`config.mk`:
```
export PLATFORM = sky130hd
export DESIGN_NAME = ppi_divider
export DESIGN_NICKNAME = d
export VERILOG_FILES = /design/src/hdl/ppi_divider.sv
export SDC_FILE = /design/constraint.sdc
export NUM_CORES = 1
export LEC_CHECK = 0
export BUFFER_PORTS_ARGS = -buffer_cell sky130_fd_sc_hd__buf_2
export CAP_MARGIN = 20
export CORE_MARGIN = 2
export CORE_UTILIZATION = 59
export DETAILED_ROUTE_END_ITERATION = 7
export GPL_TIMING_DRIVEN = 0
export PLACE_DENSITY = 0.76
export SYNTH_ARGS = -nofsm -noshare
export SYNTH_HDL_FRONTEND = slang
export SYNTH_SLANG_ARGS = --single-unit
export TNS_END_PERCENT = 20
```
`constraint.sdc`:
```
create_clock -name clock -period 3.5 [get_ports clock]
set_input_delay 0.7 -clock clock [delete_from_list [all_inputs] [get_ports clock]]
set_output_delay 0.7 -clock clock [all_outputs]
set_load 0.02 [all_outputs]
```
`src/hdl/ppi_divider.sv`:
```
// Restoring divider for alpha: (left << 16) / init, saturated to 16 bits.
// One quotient bit per cycle. Depends on nothing.
module ppi_divider (
   input  logic        clock,
   input  logic        reset,
   input  logic        start,
   input  logic [31:0] num,
   input  logic [31:0] den,
   output logic        done,
   output logic [15:0] quot
);
   logic [5:0]  cnt_ff, cnt_in;
   logic        busy_ff, busy_in;
   logic [47:0] dvd_ff, dvd_in;
   logic [32:0] rem_ff, rem_in;
   logic [47:0] q_ff, q_in;
   logic [31:0] den_ff;
   logic [32:0] shifted;

   assign shifted = {rem_ff[31:0], dvd_ff[47]};

   always_comb begin
      cnt_in = cnt_ff; busy_in = busy_ff; dvd_in = dvd_ff; rem_in = rem_ff; q_in = q_ff;
      done = 1'b0;
      if (start) begin
         busy_in = 1'b1; cnt_in = 6'd0; dvd_in = {num, 16'd0}; rem_in = '0; q_in = '0;
      end else if (busy_ff) begin
         dvd_in = {dvd_ff[46:0], 1'b0};
         if (shifted >= {1'b0, den_ff}) begin
            rem_in = shifted - {1'b0, den_ff}; q_in = {q_ff[46:0], 1'b1};
         end else begin
            rem_in = shifted; q_in = {q_ff[46:0], 1'b0};
         end
         cnt_in = cnt_ff + 6'd1;
         if (cnt_ff == 6'd47) begin
            busy_in = 1'b0;
         end
      end else if (cnt_ff == 6'd48) begin
         done = 1'b1; cnt_in = 6'd0;
      end
   end

   assign quot = (q_ff[47:16] != 32'd0) ? 16'hFFFF : q_ff[15:0];

   always_ff @(posedge clock) begin
      if (reset) begin
         busy_ff <= 1'b0; cnt_ff <= 6'd0;
      end else begin
         busy_ff <= busy_in; cnt_ff <= cnt_in;
      end
      dvd_ff <= dvd_in; rem_ff <= rem_in; q_ff <= q_in;
      if (start) begin
         den_ff <= den;
      end
   end
endmodule

```
==> results.yml, run 1 <==
floorplanning:
  die_y_um: 119
  rows: 42
  dieWidth_um: 119
  dieArea_um2: 14200
  initial_core_util_pct: 59.9
  core_um2: 13100
  io_pins: 84
cells_and_area:
  antenna_cells: 0
  drive_gt1_share_pct: 18.6
  fin_nets: 969
  syn2layout_area_growth_pct: 16.1
  fin_area_um2: 9100
timing:
  tightest_slew_ps: 694
  period_share_pct: 94.1
  drv_slew: 0
  skew_ps: 8.04
  fin_setup_tns_ps: 0
  slew_headroom_pct: 53.7
  finalCriticalPeriod_ps: 3290
  finalHoldViolCount: 0
  fmax_mhz: 304
  holdWs_ps: 443
  setup_viol: 0
  rsz0062_at_grt: "no"
setup_path:
  crit_fanout: 43
  worstSetupEndpointType: "primary output"
  crit_type: "in2out"
  setup.worst_path.start_class: "primary input"
  r2r_start: "den_ff[6]"
  cp.required_ps: 2800
  r2r_slack_ps: 460
  arrival_ps: 2590
  critPathSlowestCell: "clkinvlp_4"
  reg2reg_to: "rem_ff[27]"
  cp_slowest_stage_delay_ps: 410
  crit_chain: "buf_4, clkbuf_1, nor2_1, clkinvlp_4, buf_16, nor2_1, buf_2"
  r2r_cells: 11
  cpMostUsedCell: "nor2_1"
grt:
  grt_pass1_vias: 5944
  grt_pass1_wl_um: 27900
  grt_max_degree: 44
  grt_usage_pct: 24.6
  grt-ovfl-total: 0
  antenna_found_initial: 0
job:
  drv_cap: 0
place:
  place_area_um2: 8500
  port_buffers: 83
  detailed_place_hpwl_um: 12000
  gp_congestion: 0.914
clocking:
  clk_pin_slew_ps: 60
  clock-sinks: 151
  cts_htree_levels: 4
  clock_path_buffers: 2
  clock_latency_ps: 430
  cts_tree: "done"
  clk_root_buffer_cell: "clkbuf_16"
  numCtsBuffers: 17
hold_path:
  hp-start: "reset"
  holdPathStages: 2
  min-delay-path-class: "in2reg"
  worstHoldEndpoint: "busy_ff"
routing:
  drt_first_pass_iters: 7
  wl_per_cell_um: 15.9
  ant_nets: 0
  vias: 6014
  routed_wl_um: 16800
  drc: 0
  viasPerCell: 5.70
  first_iter_violations: 355
pwr:
  power_w: 0.00464
  ir_worst_vdd_mv: 0.358
  p_leak_nw: 3.96
  powerDensity_nw_per_um2: 510
logic_synthesis:
  synth_area_leaders: "edfxtp_1 25%, dfxtp_1 22%, mux2i_1 9.1%"
  synth_edf_count: 64
  synth_top_flop_cell: "dfxtp_1"
  synth_area_um2: 7840
  synth_seq_cells: 151
  synth_warnings: 0
  ys_types: 55
  postSynthNetCount: 867
  yosysTopAreaCell: "edfxtp_1"
  syn_avg_cell_area_um2: 10.2
  async_flop_share_pct: 0
  synthCells: 765
  yosysSeqAreaShare_pct: 46.7
  synth_top_area_share_pct: 24.5
status:
  outcome: "finished clean"
## sequential cells by signal (all words and copies together), names as in the netlist
name / cells
den_ff: 32
cnt_ff: 6
q_ff: 48
rem_ff: 32
dvd_ff: 32
busy_ff: 1
## cell type report
class                           instances  area (um^2)
Clock inverter                         12          104
Inverter                               44          169
Buffer                                 41          205
Timing Repair Buffer                   84          445
Multi-Input combinational cell        528         3800
Clock buffer                           20          489
Tap cell                              176          220
Sequential cell                       151         3660
Fill cell                             995         3990
## placed cells by master, fill, tap and decap left out, types with 6 or more instances in the layout
cell / count
nor2b_1: 6
dfxtp_1: 87
mux2i_1: 71
a31oi_1: 9
nor4_1: 10
xor2_1: 8
clkbuf_16: 19
ha_1: 34
nor3_1: 7
nand2b_1: 6
a21oi_1: 29
nand2_1: 35
mux2_2: 32
clkbuf_1: 30
inv_1: 43
buf_2: 85
a21o_1: 13
o21ai_0: 17
nor2_1: 101
o211ai_1: 7
nand4_1: 10
nand3_1: 7
or3_1: 17
a211oi_1: 29
edfxtp_1: 64
xnor2_1: 24
## per-stage QoR
stage	setup slack [ps]	cells	util, %
floorplan	577	765	-
global placement	-771	1024	64.8
detailed placement	-607	1025	65.0
CTS	192	1056	69.5
global route	34.2	1056	69.5
finish	207	1056	69.5
## cell families (layout without fill, tap and decap cells)
kind of cell / Yosys count / in the layout / synth area share [%]
AND/OR/NAND/NOR: 218 / 218 / 13.2
flip-flops: 151 / 151 / 46.7
AO/OA/AOI/OAI: 139 / 139 / 12.3
multiplexers: 104 / 104 / 13.8
buffers and inverters: 86 / 201 / 4.77
adder cells (fa/ha/maj): 35 / 35 / 5.68
XOR/XNOR: 32 / 32 / 3.58
## worst max-delay path by stage
stage	start	end	depth (start not counted)
floorplan	start	done	5
CTS	start	done	7
finish	start	done	7
global route	start	done	7
detailed placement	start	done	8
global placement	start	done	7
## critical path, delay by kind of cell
family,cells,cell delay (ps)
and+or+nand+nor,2,380
buffers and inverters,5,1490
## synthesized netlist by cell type (all sizes together) (17+ instances only)
library cell and n:
nor2 101, nand2 35, ha 34, a211oi 31, or3 17, a21oi 29, mux2i 71, clkbuf 31
o21ai 21, dfxtp 87, mux2 33, inv 44, xnor2 24, edfxtp 64
## power by group
group / total [W] / switching (W) / internal [W]
logic: 0.000838 / 0.000473 / 0.000366
registers: 0.00200 / 0.0000495 / 0.00195
clock network: 0.00180 / 0.000770 / 0.00103
## metal layers
layer | global-route usage, % | vias to the layer above | wire (um)
met2 | 40.1 | 159 | 8090
met4 | 7.51 | 0 | 243
li1 | - | 2963 | -
met5 | 0 | - | 0
met3 | 6.47 | 24 | 765
met1 | 32.2 | 2868 | 7670
## timing repair
item                       in CTS  in global routing
gates resized for setup         2                  0
hold buffers                    0                  0
setup endpoints to repair       1                  0
buffers inserted                0                  0
Note: power is estimated with default switching activity, not from simulation.
==> run 2, diff against run 1 <==
--- a/config.mk
+++ b/config.mk
@@ -11,7 +11,9 @@
 export CORE_UTILIZATION = 59
 export DETAILED_ROUTE_END_ITERATION = 7
 export GPL_TIMING_DRIVEN = 0
+export HOLD_SLACK_MARGIN = 0.08
 export PLACE_DENSITY = 0.76
+export RECOVER_POWER = 100
 export SYNTH_ARGS = -nofsm -noshare
 export SYNTH_HDL_FRONTEND = slang
 export SYNTH_SLANG_ARGS = --single-unit
==> results.yml, run 2 (synthesis gave the netlist of run 1 again) <==
grt:
  grt-ovfl-total: 0
  antenna_found_initial: 0
  grt_pass1_vias: 5944
  grt_pass1_wl_um: 27900
  grt_max_degree: 44
  grt_usage_pct: 24.6
pwr:
  power_w: 0.00463
  ir_worst_vdd_mv: 0.358
  powerDensity_nw_per_um2: 511
  p_leak_nw: 3.88
floorplanning:
  dieArea_um2: 14200
  rows: 42
  io_pins: 84
  core_um2: 13100
  initial_core_util_pct: 59.9
  die_y_um: 119
  dieWidth_um: 119
setup_path:
  setup.worst_path.start_class: "primary input"
  arrival_ps: 2600
  cp.required_ps: 2800
  r2r_slack_ps: 340
  worstSetupEndpointType: "primary output"
  crit_fanout: 43
  crit_type: "in2out"
cells_and_area:
  largest_register_ffs: 48
  drive_gt1_share_pct: 16.3
  stdcell_count: 1056
  final_cell_mix: "101 x nor2_1, 87 x dfxtp_1, 71 x mux2i_1"
  final_common_cell: "nor2_1"
  layout.area.seq_um2: 3660
  fin_nets: 969
  syn2layout_area_growth_pct: 15.6
  fillers: 1008
  regMostFlops: "q_ff"
  multi_input_area_um2: 3780
  antenna_cells: 0
clocking:
  cts_tree: "done"
  clock_latency_ps: 430
  cts_setup_buffers: 0
  clock-sinks: 151
  clock_path_buffers: 2
  cts_repair_resize_count: 2
  cts-hold-fix-buffers: 0
  clk_root_buffer_cell: "clkbuf_16"
  cts_htree_levels: 4
  numCtsBuffers: 17
  clk_pin_slew_ps: 60
timing:
  rsz0062_at_grt: "no"
  skew_ps: 7.93
  finalCriticalPeriod_ps: 3300
  fmax_mhz: 303
  drv_slew: 0
  slew_headroom_pct: 53.7
  finalHoldViolCount: 0
  tightest_slew_ps: 695
  setup_viol: 0
  period_share_pct: 94.4
hold_path:
  min-delay-path-class: "in2reg"
routing:
  viasPerCell: 5.69
  ant_nets: 0
  vias: 6011
  drt_first_pass_iters: 5
  first_iter_violations: 339
  drc: 0
  routed_wl_um: 16700
  wl_per_cell_um: 15.8
place:
  placed_cells: 1025
  port_buffers: 83
  detailed_place_hpwl_um: 12000
  gp_congestion: 0.914
status:
  outcome: "finished clean"
job:
  drv_cap: 0
[run 2: changes by cell type in the layout (fill, tap and decap cells not counted), moves of 2 or more]
cell | before | now
clkbuf_1 | 30 | 48
buf_2 | 85 | 68
buf_1 | 4 | 2
mux2_1 | 1 | 3
mux2_2 | 32 | 30
[run 2: final timing paths]
check,from,end,cells after the start
worst max-delay path,start,done,7
worst min-delay path,reset,busy_ff,2
worst max register to register,den_ff[14],rem_ff[27],12
worst min register to register,rem_ff[5],rem_ff[5],2
[run 2: where the power goes]
part           switching, W  leakage, nW  total (W)  internal (W)
sequential        0.0000494         1.34    0.00200       0.00195
clock              0.000768        0.291    0.00180       0.00103
combinational      0.000469         2.25   0.000831      0.000362
total               0.00129         3.88    0.00463       0.00334
[run 2: critical path: stages]
cell	delay [ps]
buf_4	290
clkbuf_1	320
nor2_1	290
clkinvlp_4	410
buf_16	300
nor2_1	100
clkbuf_2	170
[run 2: final cells by class]
class                      instances  area share, %
buffer                            41           2.26
clock buffer                      20           5.40
clock inverter                    12           1.15
inverter                          44           1.86
multi-input combinational        528           41.8
sequential                       151           40.4
tap                              176           2.43
timing repair buffer              84           4.69
[run 2: metal layers]
metal / vias up / share of wire [%] / GRT usage [%]
met2: 165 / 48 / 40.1
li1: 2974 / - / -
met4: 0 / 1.3 / 7.51
met3: 17 / 5.3 / 6.47
met1: 2855 / 45 / 32.2
met5: - / 0 / 0
[run 2: through the flow]
stage / instance area, um^2 / hold WS (ps) / setup slack (ps) / util, % / TNS [ps]
after CTS: 9100 / 433 / 192 / 69.5 / 0
after global routing: 9060 / 427 / 20.0 / 69.2 / 0
after global placement: 8470 / 478 / -771 / 64.8 / -5630
final: 9060 / 444 / 196 / 69.2 / 0
after floorplan: 7840 / 462 / 577 / - / 0
after detailed placement: 8500 / 499 / -607 / 65.0 / -631
==> run 3, diff against run 2 <==
--- a/config.mk
+++ b/config.mk
@@ -12,8 +12,9 @@
 export DETAILED_ROUTE_END_ITERATION = 7
 export GPL_TIMING_DRIVEN = 0
 export HOLD_SLACK_MARGIN = 0.08
-export PLACE_DENSITY = 0.76
+export PLACE_DENSITY = 0.79
 export RECOVER_POWER = 100
+export REMOVE_ABC_BUFFERS = 1
 export SYNTH_ARGS = -nofsm -noshare
 export SYNTH_HDL_FRONTEND = slang
 export SYNTH_SLANG_ARGS = --single-unit
==> results.yml, run 3 (synthesis gave the netlist of run 1 again) <==
floorplanning:
  dieArea_um2: 14200
  initial_core_util_pct: 59.9
  core_um2: 13100
  io_pins: 84
  die_y_um: 119
  dieWidth_um: 119
  rows: 42
place:
  port_buffers: 83
  detailed_place_hpwl_um: 10400
  gp_congestion: 0.876
  place_area_um2: 8370
cells_and_area:
  fin_area_um2: 8910
  largest_register_ffs: 48
  final_common_cell: "nor2_1"
  regMostFlops: "q_ff"
  drive_gt1_share_pct: 16.9
  final_cell_mix: "101 x nor2_1, 86 x dfxtp_1, 71 x mux2i_1"
  syn2layout_area_growth_pct: 13.7
  antenna_cells: 0
  fin_nets: 931
clocking:
  clock_latency_ps: 430
  clk_pin_slew_ps: 70
  cts_htree_levels: 4
  cts-hold-fix-buffers: 0
  numCtsBuffers: 17
  cts_tree: "done"
  cts_repair_resize_count: 0
  clock-sinks: 151
  clk_root_buffer_cell: "clkbuf_16"
  cts_setup_buffers: 0
  clock_path_buffers: 2
pwr:
  ir_worst_vdd_mv: 0.382
  p_leak_nw: 3.83
  powerDensity_nw_per_um2: 522
  power_w: 0.00466
routing:
  routed_wl_um: 15100
  drt_first_pass_iters: 5
  ant_nets: 0
  vias: 5760
  viasPerCell: 5.66
  first_iter_violations: 315
  drc: 0
  wl_per_cell_um: 14.8
timing:
  drv_slew: 71
  finalHoldViolCount: 0
  slew_headroom_pct: -27.4
  rsz0062_at_grt: "no"
  finalCriticalPeriod_ps: 3230
  period_share_pct: 92.4
  skew_ps: 11.9
  tightest_slew_ps: 1910
  setup_viol: 0
  fmax_mhz: 309
grt:
  grt_pass1_vias: 5723
  grt_pass1_wl_um: 25500
  grt-ovfl-total: 0
  grt_max_degree: 98
  antenna_found_initial: 0
  grt_usage_pct: 22.2
setup_path:
  cp.required_ps: 2800
  setup.worst_path.start_class: "primary input"
  startpoint: "start"
  r2r_start: "den_ff[18]"
  crit_fanout: 97
  arrival_ps: 2530
  worstSetupEndpointType: "primary output"
  crit_type: "in2out"
hold_path:
  hp-start: "reset"
  min-delay-path-class: "in2reg"
status:
  outcome: "complete, but fails checks"
  violations: "max-capacitance violations, max-slew violations"
job:
  drv_cap: 1
==> run 3: cell count changes in the layout (fill, tap and decap cells not counted), moves of 2 or more <==
cell | before | now
clkinv_4 | 3 | 1
clkbuf_1 | 48 | 18
buf_12 | 2 | 0
inv_8 | 0 | 2
mux2_2 | 30 | 32
mux2_1 | 3 | 1
buf_1 | 2 | 0
clkinvlp_4 | 2 | 0
buf_2 | 68 | 65
==> run 3: area by class of cell <==
type / count / area [um^2]
well taps: 176 / 220
clock buffers: 20 / 478
flip-flops and latches: 151 / 3670
fillers: 993 / 4170
multi-input cells: 528 / 3790
inverters: 44 / 165
repair buffers: 87 / 464
clock inverters: 12 / 125
==> run 3: final timing paths <==
path         slack (ps)         end  depth (start not counted)
max                 270        done                          6
min                 420     busy_ff                          2
max reg2reg         320  rem_ff[18]                         11
min reg2reg         510   rem_ff[2]                          2
==> run 3: routing by layer <==
metal | track usage (%) | up-vias | wire (um)
met2 | 37.7 | 102 | 7470
met3 | 4.65 | 28 | 466
met1 | 27.0 | 2732 | 6820
met5 | 0 | - | 0
met4 | 10.2 | 0 | 323
li1 | - | 2898 | -
==> run 3: power by group <==
part           total, W  internal [W]  switching [W]
Combinational  0.000783      0.000352       0.000431
Sequential      0.00201       0.00195      0.0000585
Clock           0.00186       0.00108       0.000780
==> run 3: worst max-delay path, stage by stage <==
cell	delay [ps]
buf_6	360
buf_16	390
nor2_1	110
inv_1	570
nor2_1	120
clkbuf_1	210
==> run 3: metrics by stage <==
step	worst slack (ps)	hold WS, ps	utilization (%)	std cells	setup TNS [ps]
2_1_floorplan	-1330	462	-	723	-27220
3_3_place_gp	-2440	480	63.2	982	-131620
3_5_place_dp	257	497	64.0	986	0
4_1_cts	233	405	68.6	1018	0
5_1_grt	93.5	423	68.1	1018	0
6_report	268	418	68.1	1018	0
